`src/arbl_pkg.sv`:
```
// arbl_pkg: shared widths, opcodes, state and result types for the address range lookup
// no dependencies; compile first
package arbl_pkg;

  // fixed field widths
  localparam int unsigned ADDR_W = 16;
  localparam int unsigned SLOT_W = 5;
  localparam int unsigned CNT_W  = 6;

  // default table depth
  localparam int unsigned DEF_MAX_SLOTS = 32;

  typedef enum logic {
    OP_LOAD   = 1'b0,
    OP_LOOKUP = 1'b1
  } arbl_op_e;

  typedef enum logic [1:0] {
    ST_IDLE,
    ST_SEARCH,
    ST_DONE
  } arbl_state_e;

  typedef struct packed {
    logic              hit;
    logic [SLOT_W-1:0] match_slot;
  } arbl_res_t;

endpackage

```
`src/arbl_if.sv`:
```
// arbl_in_if / arbl_out_if: valid/ready channels for input items and lookup results
// depends on arbl_pkg
interface arbl_in_if;
  import arbl_pkg::*;

  logic              valid;
  logic              ready;
  logic              opcode;
  logic [SLOT_W-1:0] slot;
  logic [ADDR_W-1:0] range_low;
  logic [ADDR_W-1:0] range_high;
  logic [ADDR_W-1:0] address;

  modport source (output valid, opcode, slot, range_low, range_high, address, input ready);
  modport sink   (input valid, opcode, slot, range_low, range_high, address, output ready);
endinterface

interface arbl_out_if;
  import arbl_pkg::*;

  logic              valid;
  logic              ready;
  logic              hit;
  logic [SLOT_W-1:0] match_slot;

  modport source (output valid, hit, match_slot, input ready);
  modport sink   (input valid, hit, match_slot, output ready);
endinterface

```
`src/address_range_binary_lookup.sv`:
```
// address_range_binary_lookup: top level, range table loads and binary-search lookups
// depends on arbl_pkg, arbl_if, arbl_ram, arbl_search
//
//   channel   dir  transfer when         payload
//   in_i      in   valid && ready        opcode, slot, range_low, range_high, address
//   out_o     out  valid && ready        hit, match_slot
//   cfg       in   cfg_we_i              cfg_wdata_i -> entry_count
//
// a load leaves the sequencer idle; the next item may follow in the cycle after it
// a lookup over n slots makes at most P probes before its result is registered, P = ceil(log2 n) + 1
//   (6 probes for 32 slots); with an empty table it makes no probe and goes straight to done
// P is set by the read-compare loop on the single bounds RAM: one probe per cycle
// rst_ni clears the sequencer, the output register's valid bit and entry_count, not the RAM
// a held result sits in the output register; the sequencer stalls only when both are full
module address_range_binary_lookup #(
  parameter int unsigned MaxSlots = arbl_pkg::DEF_MAX_SLOTS
) (
  input  logic                       clk_i,
  input  logic                       rst_ni,
  arbl_in_if.sink                    in_i,
  arbl_out_if.source                 out_o,
  input  logic                       cfg_we_i,
  input  logic [arbl_pkg::CNT_W-1:0] cfg_wdata_i
);
  import arbl_pkg::*;

  localparam int unsigned CntW = $clog2(MaxSlots + 1);

  // entry_count register
  logic [CNT_W-1:0] cfg_q;
  // count after clamping to the table depth
  logic [CntW-1:0]  count;

  arbl_res_t res;
  logic      res_valid;
  logic      res_ready;

  // output register
  logic      out_valid_q, out_valid_d;
  arbl_res_t out_res_q, out_res_d;

  always_ff @(posedge clk_i or negedge rst_ni) begin
    if (!rst_ni) begin
      cfg_q <= '0;
    end else if (cfg_we_i) begin
      cfg_q <= cfg_wdata_i;
    end
  end

  // an oversized count searches the whole table
  assign count = (32'(cfg_q) > MaxSlots) ? CntW'(MaxSlots) : CntW'(cfg_q);

  arbl_search #(
    .MaxSlots (MaxSlots)
  ) u_search (
    .clk_i       (clk_i),
    .rst_ni      (rst_ni),
    .in_i        (in_i),
    .count_i     (count),
    .res_o       (res),
    .res_valid_o (res_valid),
    .res_ready_i (res_ready)
  );

  // output register is free when empty or being drained this cycle
  assign res_ready = !out_valid_q || out_o.ready;

  always_comb begin
    out_valid_d = out_valid_q;
    out_res_d   = out_res_q;
    if (res_valid && res_ready) begin
      out_valid_d = 1'b1;
      out_res_d   = res;
    end else if (out_o.ready) begin
      out_valid_d = 1'b0;
    end
  end

  always_ff @(posedge clk_i or negedge rst_ni) begin
    if (!rst_ni) begin
      out_valid_q <= 1'b0;
    end else begin
      out_valid_q <= out_valid_d;
    end
  end

  always_ff @(posedge clk_i) begin
    out_res_q <= out_res_d;
  end

  assign out_o.valid      = out_valid_q;
  assign out_o.hit        = out_res_q.hit;
  assign out_o.match_slot = out_res_q.match_slot;

  // a lookup transfer closes the input straight after it
  assert property (@(posedge clk_i) disable iff (!rst_ni)
    in_i.valid && in_i.ready && (in_i.opcode == OP_LOOKUP) |=> !in_i.ready)
    else $error("input open right after a lookup transfer");

  // loads never stall the input
  assert property (@(posedge clk_i) disable iff (!rst_ni)
    in_i.valid && in_i.ready && (in_i.opcode == OP_LOAD) |=> in_i.ready)
    else $error("input closed after a load transfer");

  // a miss always reports slot zero
  assert property (@(posedge clk_i) disable iff (!rst_ni)
    out_o.valid && !out_o.hit |-> (out_o.match_slot == '0))
    else $error("miss with nonzero slot");

  // a new result is never taken while the previous one is held
  assert property (@(posedge clk_i) disable iff (!rst_ni)
    out_o.valid && !out_o.ready && res_valid |=> res_valid)
    else $error("result dropped while output register full");

endmodule

```
`src/arbl_ram.sv`:
```
// arbl_ram: generic single-write, single-read RAM with registered read data
// no dependencies
module arbl_ram #(
  parameter int unsigned Width = 32,
  parameter int unsigned Depth = 32,
  localparam int unsigned AddrW = (Depth > 1) ? $clog2(Depth) : 1
) (
  input  logic             clk_i,
  input  logic             we_i,
  input  logic [AddrW-1:0] waddr_i,
  input  logic [Width-1:0] wdata_i,
  input  logic             re_i,
  input  logic [AddrW-1:0] raddr_i,
  output logic [Width-1:0] rdata_o
);

  logic [Width-1:0] mem_q [Depth];
  logic [Width-1:0] rdata_q;

  always_ff @(posedge clk_i) begin
    if (we_i) begin
      mem_q[waddr_i] <= wdata_i;
    end
  end

  always_ff @(posedge clk_i) begin
    if (re_i) begin
      rdata_q <= mem_q[raddr_i];
    end
  end

  assign rdata_o = rdata_q;

endmodule

```
`src/arbl_search.sv`:
```
// arbl_search: load/lookup sequencer around the bounds RAM, one probe per cycle
// depends on arbl_pkg, arbl_if, arbl_ram
module arbl_search #(
  parameter int unsigned MaxSlots = arbl_pkg::DEF_MAX_SLOTS,
  localparam int unsigned CntW = $clog2(MaxSlots + 1)
) (
  input  logic                clk_i,
  input  logic                rst_ni,
  arbl_in_if.sink             in_i,
  input  logic [CntW-1:0]     count_i,
  output arbl_pkg::arbl_res_t res_o,
  output logic                res_valid_o,
  input  logic                res_ready_i
);
  import arbl_pkg::*;

  localparam int unsigned IdxW = (MaxSlots > 1) ? $clog2(MaxSlots) : 1;
  localparam int unsigned EntW = 2 * ADDR_W;

  arbl_state_e       state_q, state_d;
  logic [ADDR_W-1:0] addr_q, addr_d;
  logic [IdxW-1:0]   base_q, base_d;
  logic [IdxW-1:0]   probe_q, probe_d;
  logic [CntW-1:0]   cnt_q, cnt_d;
  arbl_res_t         res_q, res_d;

  logic              ram_we, ram_re;
  logic [IdxW-1:0]   ram_waddr;
  logic [EntW-1:0]   ram_wdata, ram_rdata;

  logic              load_acc, look_acc, slot_ok;
  logic [ADDR_W-1:0] ent_low, ent_high;
  logic              below, above, found, last;
  logic [CntW-1:0]   mid, nxt_cnt;
  logic [IdxW-1:0]   nxt_base;

  assign in_i.ready = (state_q == ST_IDLE);
  assign load_acc   = in_i.valid && in_i.ready && (in_i.opcode == OP_LOAD);
  assign look_acc   = in_i.valid && in_i.ready && (in_i.opcode == OP_LOOKUP);
  assign slot_ok    = 32'(in_i.slot) < MaxSlots;

  // writes happen only while idle, so no probe can overlap a write
  assign ram_we    = load_acc && slot_ok;
  assign ram_waddr = IdxW'(in_i.slot);
  assign ram_wdata = {in_i.range_low, in_i.range_high};

  arbl_ram #(
    .Width (EntW),
    .Depth (MaxSlots)
  ) u_bounds_ram (
    .clk_i   (clk_i),
    .we_i    (ram_we),
    .waddr_i (ram_waddr),
    .wdata_i (ram_wdata),
    .re_i    (ram_re),
    .raddr_i (probe_d),
    .rdata_o (ram_rdata)
  );

  // compare the probed entry and pick the surviving half
  assign ent_low  = ram_rdata[EntW-1:ADDR_W];
  assign ent_high = ram_rdata[ADDR_W-1:0];
  assign below    = addr_q < ent_low;
  assign above    = addr_q > ent_high;
  assign found    = !below && !above;
  assign last     = (cnt_q <= CntW'(1));
  assign mid      = cnt_q >> 1;
  assign nxt_base = below ? base_q : probe_q;
  assign nxt_cnt  = below ? mid : (cnt_q - mid);

  always_comb begin
    state_d = state_q;
    case (state_q)
      ST_IDLE: begin
        if (look_acc) begin
          state_d = (count_i == '0) ? ST_DONE : ST_SEARCH;
        end
      end
      ST_SEARCH: begin
        if (found || last) begin
          state_d = ST_DONE;
        end
      end
      ST_DONE: begin
        if (res_ready_i) begin
          state_d = ST_IDLE;
        end
      end
      default: begin
        state_d = ST_IDLE;
      end
    endcase
  end

  always_comb begin
    addr_d  = addr_q;
    base_d  = base_q;
    cnt_d   = cnt_q;
    probe_d = probe_q;
    res_d   = res_q;
    ram_re  = 1'b0;
    case (state_q)
      ST_IDLE: begin
        if (look_acc) begin
          addr_d  = in_i.address;
          base_d  = '0;
          cnt_d   = count_i;
          probe_d = IdxW'(count_i >> 1);
          ram_re  = (count_i != '0);
          res_d   = '0;
        end
      end
      ST_SEARCH: begin
        if (found) begin
          res_d.hit        = 1'b1;
          res_d.match_slot = SLOT_W'(probe_q);
        end else if (last) begin
          res_d = '0;
        end else begin
          base_d  = nxt_base;
          cnt_d   = nxt_cnt;
          // with one candidate left the probe is the base itself
          probe_d = IdxW'(nxt_base + (nxt_cnt >> 1));
          ram_re  = 1'b1;
        end
      end
      ST_DONE: begin
      end
      default: begin
      end
    endcase
  end

  always_ff @(posedge clk_i or negedge rst_ni) begin
    if (!rst_ni) begin
      state_q <= ST_IDLE;
    end else begin
      state_q <= state_d;
    end
  end

  always_ff @(posedge clk_i) begin
    addr_q  <= addr_d;
    base_q  <= base_d;
    cnt_q   <= cnt_d;
    probe_q <= probe_d;
    res_q   <= res_d;
  end

  assign res_o       = res_q;
  assign res_valid_o = (state_q == ST_DONE);

endmodule

```
`src/flat_wrapper.sv`:
```
// flat-port wrapper written by rule: the top's interface ports become plain ports
module address_range_binary_lookup_flat import arbl_pkg::*;
#(
  parameter int unsigned MaxSlots = arbl_pkg::DEF_MAX_SLOTS
)
  (clk_i, rst_ni, cfg_we_i, cfg_wdata_i, in_i_valid, in_i_opcode, in_i_slot, in_i_range_low, in_i_range_high, in_i_address, in_i_ready, out_o_valid, out_o_hit, out_o_match_slot, out_o_ready);
  arbl_in_if in_i_i ();
  arbl_out_if out_o_i ();
  input  logic clk_i;
  input  logic rst_ni;
  input  logic cfg_we_i;
  input  logic [arbl_pkg::CNT_W-1:0] cfg_wdata_i;
  input wire logic [$bits(in_i_i.valid)-1:0] in_i_valid;
  input wire logic [$bits(in_i_i.opcode)-1:0] in_i_opcode;
  input wire logic [$bits(in_i_i.slot)-1:0] in_i_slot;
  input wire logic [$bits(in_i_i.range_low)-1:0] in_i_range_low;
  input wire logic [$bits(in_i_i.range_high)-1:0] in_i_range_high;
  input wire logic [$bits(in_i_i.address)-1:0] in_i_address;
  output wire logic [$bits(in_i_i.ready)-1:0] in_i_ready;
  output wire logic [$bits(out_o_i.valid)-1:0] out_o_valid;
  output wire logic [$bits(out_o_i.hit)-1:0] out_o_hit;
  output wire logic [$bits(out_o_i.match_slot)-1:0] out_o_match_slot;
  input wire logic [$bits(out_o_i.ready)-1:0] out_o_ready;
  assign in_i_i.valid = in_i_valid;
  assign in_i_i.opcode = in_i_opcode;
  assign in_i_i.slot = in_i_slot;
  assign in_i_i.range_low = in_i_range_low;
  assign in_i_i.range_high = in_i_range_high;
  assign in_i_i.address = in_i_address;
  assign in_i_ready = in_i_i.ready;
  assign out_o_valid = out_o_i.valid;
  assign out_o_hit = out_o_i.hit;
  assign out_o_match_slot = out_o_i.match_slot;
  assign out_o_i.ready = out_o_ready;
  address_range_binary_lookup #(.MaxSlots(MaxSlots)) u_core (.clk_i(clk_i), .rst_ni(rst_ni), .in_i(in_i_i), .out_o(out_o_i), .cfg_we_i(cfg_we_i), .cfg_wdata_i(cfg_wdata_i));
endmodule
```
`config.mk`:
```
export PLATFORM = sky130hd
export DESIGN_NAME = address_range_binary_lookup_flat
export DESIGN_NICKNAME = d
export VERILOG_FILES = /design/src/arbl_pkg.sv /design/src/arbl_if.sv /design/src/address_range_binary_lookup.sv /design/src/arbl_ram.sv /design/src/arbl_search.sv /design/src/flat_wrapper.sv
export SDC_FILE = /design/constraint.sdc
export NUM_CORES = 1
export LEC_CHECK = 0
export BUFFER_PORTS_ARGS = -buffer_cell sky130_fd_sc_hd__buf_2
export CORE_MARGIN = 1.5
export CORE_UTILIZATION = 55
export DETAILED_ROUTE_END_ITERATION = 6
export PLACE_DENSITY = 0.71
export SLEW_MARGIN = 20
export SYNTH_ARGS = -nofsm -noshare
export SYNTH_HDL_FRONTEND = slang
export SYNTH_SLANG_ARGS = --single-unit
```
`constraint.sdc`:
```
create_clock -name clk_i -period 6.35 [get_ports clk_i]
set_input_delay 0.3175 -clock clk_i [delete_from_list [all_inputs] [get_ports clk_i]]
set_output_delay 0.3175 -clock clk_i [all_outputs]
set_load 0.01 [all_outputs]
```
==> impl_metrics.py <==
metrics = {
    "setup_path": {
        "max_stage_delay_ns": 0.82,
        "cp_cell_sequence": "inv_1, ha_1, a21oi_1, o21ai_0, o21ba_2, or4_1, buf_4, o21ai_0, ha_1, nor4b_1, a311oi_1, o21ai_4, buf_4, buf_4, buf_12, buf_12, buf_12, mux2i_1, a22oi_1, a21oi_1, nor4_1",
        "endpoint_kind": "flop",
        "cp-start-kind": "flop",
        "critical-path-top-delay-family": "compound AO/OA/AOI/OAI gates",
        "arrival_ns": 6.63,
        "worstPathRequired_ns": 6.84,
        "cp_max_fo": 49,
        "worstSetupPathType": "flop to flop",
        "cp_slowest_cell": "a311oi_1",
        "path_buf_inv": 7,
        "reg2reg_slack_ns": 0.21,
    },
    "floorplanning": {
        "dieWidth_um": 289,
        "core_mm2": 0.0807,
        "io_pins": 73,
        "die-area_mm2": 0.0834,
        "num_rows": 104,
        "initial_core_util_pct": 55.7,
        "die_h_um": 289,
    },
    "synthesis": {
        "synth_area_per_cell_um2": 16.3,
        "synth_nets": 2868,
        "async_flop_share_pct": 0.812,
        "synth_area_leaders": "edfxtp_1 (73%), mux2i_1 (8.6%), a22oi_1 (3.3%)",
        "synth_commonest_cells": "edfxtp_1 (1096), mux2i_1 (387), a21oi_1 (235)",
        "syn-cell-area_mm2": 0.0449,
        "netlist_instances": 2756,
        "synth_top_flop_cell": "edfxtp_1",
        "yosysTopAreaCellShare_pct": 73.3,
        "yosys.area.top_type": "edfxtp_1",
        "yosys_warnings": 0,
        "yosysMostFrequentCell": "edfxtp_1",
        "synth_edf_count": 1096,
        "synthDistinctLibCells": 66,
        "synth-seq-area-share_pct": 73.9,
        "ys_ff_latch": 1109,
    },
    "cts": {
        "cts_tree": "yes",
        "htreeDepth": 3,
        "path_clk_slew_ns": 0.06,
        "cts_num_sinks": 1109,
        "root_buffer": "clkbuf_16",
        "clock_latency_ns": 0.70,
        "numCtsBuffers": 108,
        "clockBufferDepth": 3,
    },
    "power": {
        "ir_worst_vdd_v": 0.000691,
        "p_leak_nw": 17.2,
        "power.density_mw_per_mm2": 594,
    },
    "sta": {
        "setup_violations": 0,
        "fin_worst_skew_ns": 0.0332,
        "fin_crit_ns": 6.14,
        "worst_pin_slew_ns": 1.08,
        "finalWorstSetupSlack_ns": 0.209,
        "maxSlewHeadroom_pct": 27.7,
        "hold_violations": 0,
        "drv_slew": 0,
        "timing.hold.ws_ns": 0.116,
        "rsz0062_at_grt": "false",
        "max_freq_ghz": 0.163,
        "fin_setup_tns_ns": 0,
        "period_share_pct": 96.7,
    },
    "place": {
        "dpl.hpwl_mm": 69.7,
        "io_buffers": 72,
        "gp_congestion": 0.885,
        "place_ws_ns": 0.00906,
        "placed_cells": 3827,
    },
    "job": {
        "max_cap_viol_count": 0,
    },
    "route": {
        "ant_nets": 0,
        "wirelength_mm": 123,
        "dr.first_iter.drc_count": 3693,
        "wire_per_inst_um": 30.3,
        "first_pass_iters": 7,
        "via_per_inst": 6.64,
        "drc": 7,
        "vias": 27000,
    },
    "layout": {
        "drive_above_1_share_pct": 13.5,
        "stdcell_count": 4060,
        "nets": 3025,
        "area_growth_pct": 14.0,
        "n_fill_cell": 5611,
    },
    "grt": {
        "grt_pass1_wl_mm": 176,
        "grt_antenna_before_repair": 10,
        "grt_max_degree": 63,
        "grt_pass1_vias": 26300,
        "grt-ovfl-total": 0,
        "track_usage_pct": 29.4,
    },
    "status": {
        "violations": "DRC",
        "status": "complete, but fails checks",
    },
    "min_path": {
        "hold_path.class": "input port to flop",
    },
}
[timing repair]
item / in CTS / in global routing
hold buffers: 31 / 0
hold endpoints to repair: 33 / 0
setup buffers: 4 / 0
resized for setup: 0 / 1
setup endpoints to repair: 1 / 1
cloned: 1 / 0
pin swaps: 1 / 0
[metal layers]
metal / part of all wire, % / wire (um) / track usage (%) / up-vias
li1: - / - / - / 11300
met1: 37 / 45800 / 39.1 / 13500
met2: 46 / 57000 / 46.3 / 1731
met3: 11 / 13800 / 6.50 / 389
met4: 5.1 / 6290 / 14.0 / 6
met5: 0.028 / 34 / 0 / -
[layout by cell type, fill, tap and decap left out, drive strengths merged, types with 5 or more instances in the layout]
| cell type | netlist | layout |
|---|---|---|
| a2111oi | 6 | 6 |
| a21o | 6 | 6 |
| a21oi | 236 | 236 |
| a221oi | 62 | 62 |
| a22o | 62 | 62 |
| a22oi | 196 | 196 |
| and2 | 8 | 8 |
| buf | 96 | 184 |
| bufinv | 0 | 12 |
| clkbuf | 73 | 133 |
| clkinv | 1 | 45 |
| dfrtp | 9 | 9 |
| dlygate4sd3 | 0 | 31 |
| edfxtp | 1096 | 1096 |
| ha | 45 | 45 |
| inv | 46 | 49 |
| mux2 | 11 | 11 |
| mux2i | 387 | 387 |
| nand2 | 91 | 91 |
| nand2b | 10 | 10 |
| nand3 | 7 | 7 |
| nand4 | 9 | 9 |
| nor2 | 116 | 116 |
| nor2b | 7 | 7 |
| nor3 | 10 | 10 |
| nor4 | 33 | 33 |
| o21a | 33 | 33 |
| o21ai | 15 | 16 |
| o31a | 33 | 33 |
| xnor2 | 5 | 5 |
[path summary, 6_finish.rpt]
check	cells past startpoint	to	start
worst min register to register	0	u_core.out_o.match_slot[3]	u_core.u_search.res_o[3]
worst min-delay path	1	u_core.u_search.u_bounds_ram.mem_q[19][31]	in_i_range_low[15]
worst max-delay path	21	u_core.u_search.u_bounds_ram.rdata_o[9]	u_core.u_search.u_bounds_ram.rdata_o[27]
worst max register to register	21	u_core.u_search.u_bounds_ram.rdata_o[9]	u_core.u_search.u_bounds_ram.rdata_o[27]
max in group asynchronous	3	u_core.out_o.valid	rst_ni
min in group asynchronous	3	u_core.cfg_q[5]	rst_ni
[per-stage QoR]
stage          utilization, %  instance area, um2  total power, mW
3_3_place_gp             58.6               47200             23.4
2_1_floorplan               -               44900             18.6
6_report                 63.5               51200             30.4
5_1_grt                  63.5               51200             31.5
4_1_cts                  63.5               51200             30.2
3_5_place_dp             58.6               47300             23.7
[worst reg2reg max path, delay by kind of cell, from the launching register on]
kind	cells	cell delay [ns]
compound gates	8	2.20
flops	1	0.39
buf+inv	7	1.56
fa+ha+maj	2	0.61
mux	1	0.14
simple gates	3	1.04
[area by class of cell]
class,count,area [um2],share of cell area [%]
Tap cell,1060,1330,2.59
Timing Repair Buffer,215,1850,3.62
Multi-Input combinational cell,1432,11100,21.7
Clock buffer,133,2810,5.48
Inverter,47,180,0.352
Clock inverter,62,718,1.40
Antenna cell,2,5.00,0.00977
Sequential cell,1109,33200,64.9
[flip-flops by register name (all words and copies together), names as in the netlist, named ones only]
| register | count |
|---|---|
| u_core.u_search.probe_q | 4 |
| u_core.u_search.res_o | 6 |
| u_core.u_search.u_bounds_ram.mem_q | 1024 |
| u_core.u_search.cnt_q | 6 |
| u_core.u_search.state_q | 2 |
| u_core.u_search.u_bounds_ram.rdata_o | 32 |
| u_core.u_search.addr_q | 16 |
| u_core.out_o.hit | 1 |
| u_core.u_search.base_q | 5 |
| u_core.cfg_q | 6 |
| u_core.out_o.match_slot | 5 |
| u_core.out_o.valid | 1 |
[logic make-up after synthesis]
logic type                 Yosys count  share of synthesized area, %
AOI/OAI and AO/OA                  672                          10.4
xor gates and xnor gates             7                         0.136
adders and majority gates           47                          1.34
buffers and inverters              216                          2.10
DFF                               1109                          73.9
muxes                              398                          8.90
and+or+nand+nor                    307                          3.17
[power by group]
group	switching, mW	internal [mW]	leakage, nW	total, mW
Clock	2.73	3.64	1.71	6.37
Sequential	0.201	8.63	10.0	8.83
Combinational	9.50	5.71	5.45	15.2
Note: power is estimated with default switching activity, not from simulation.
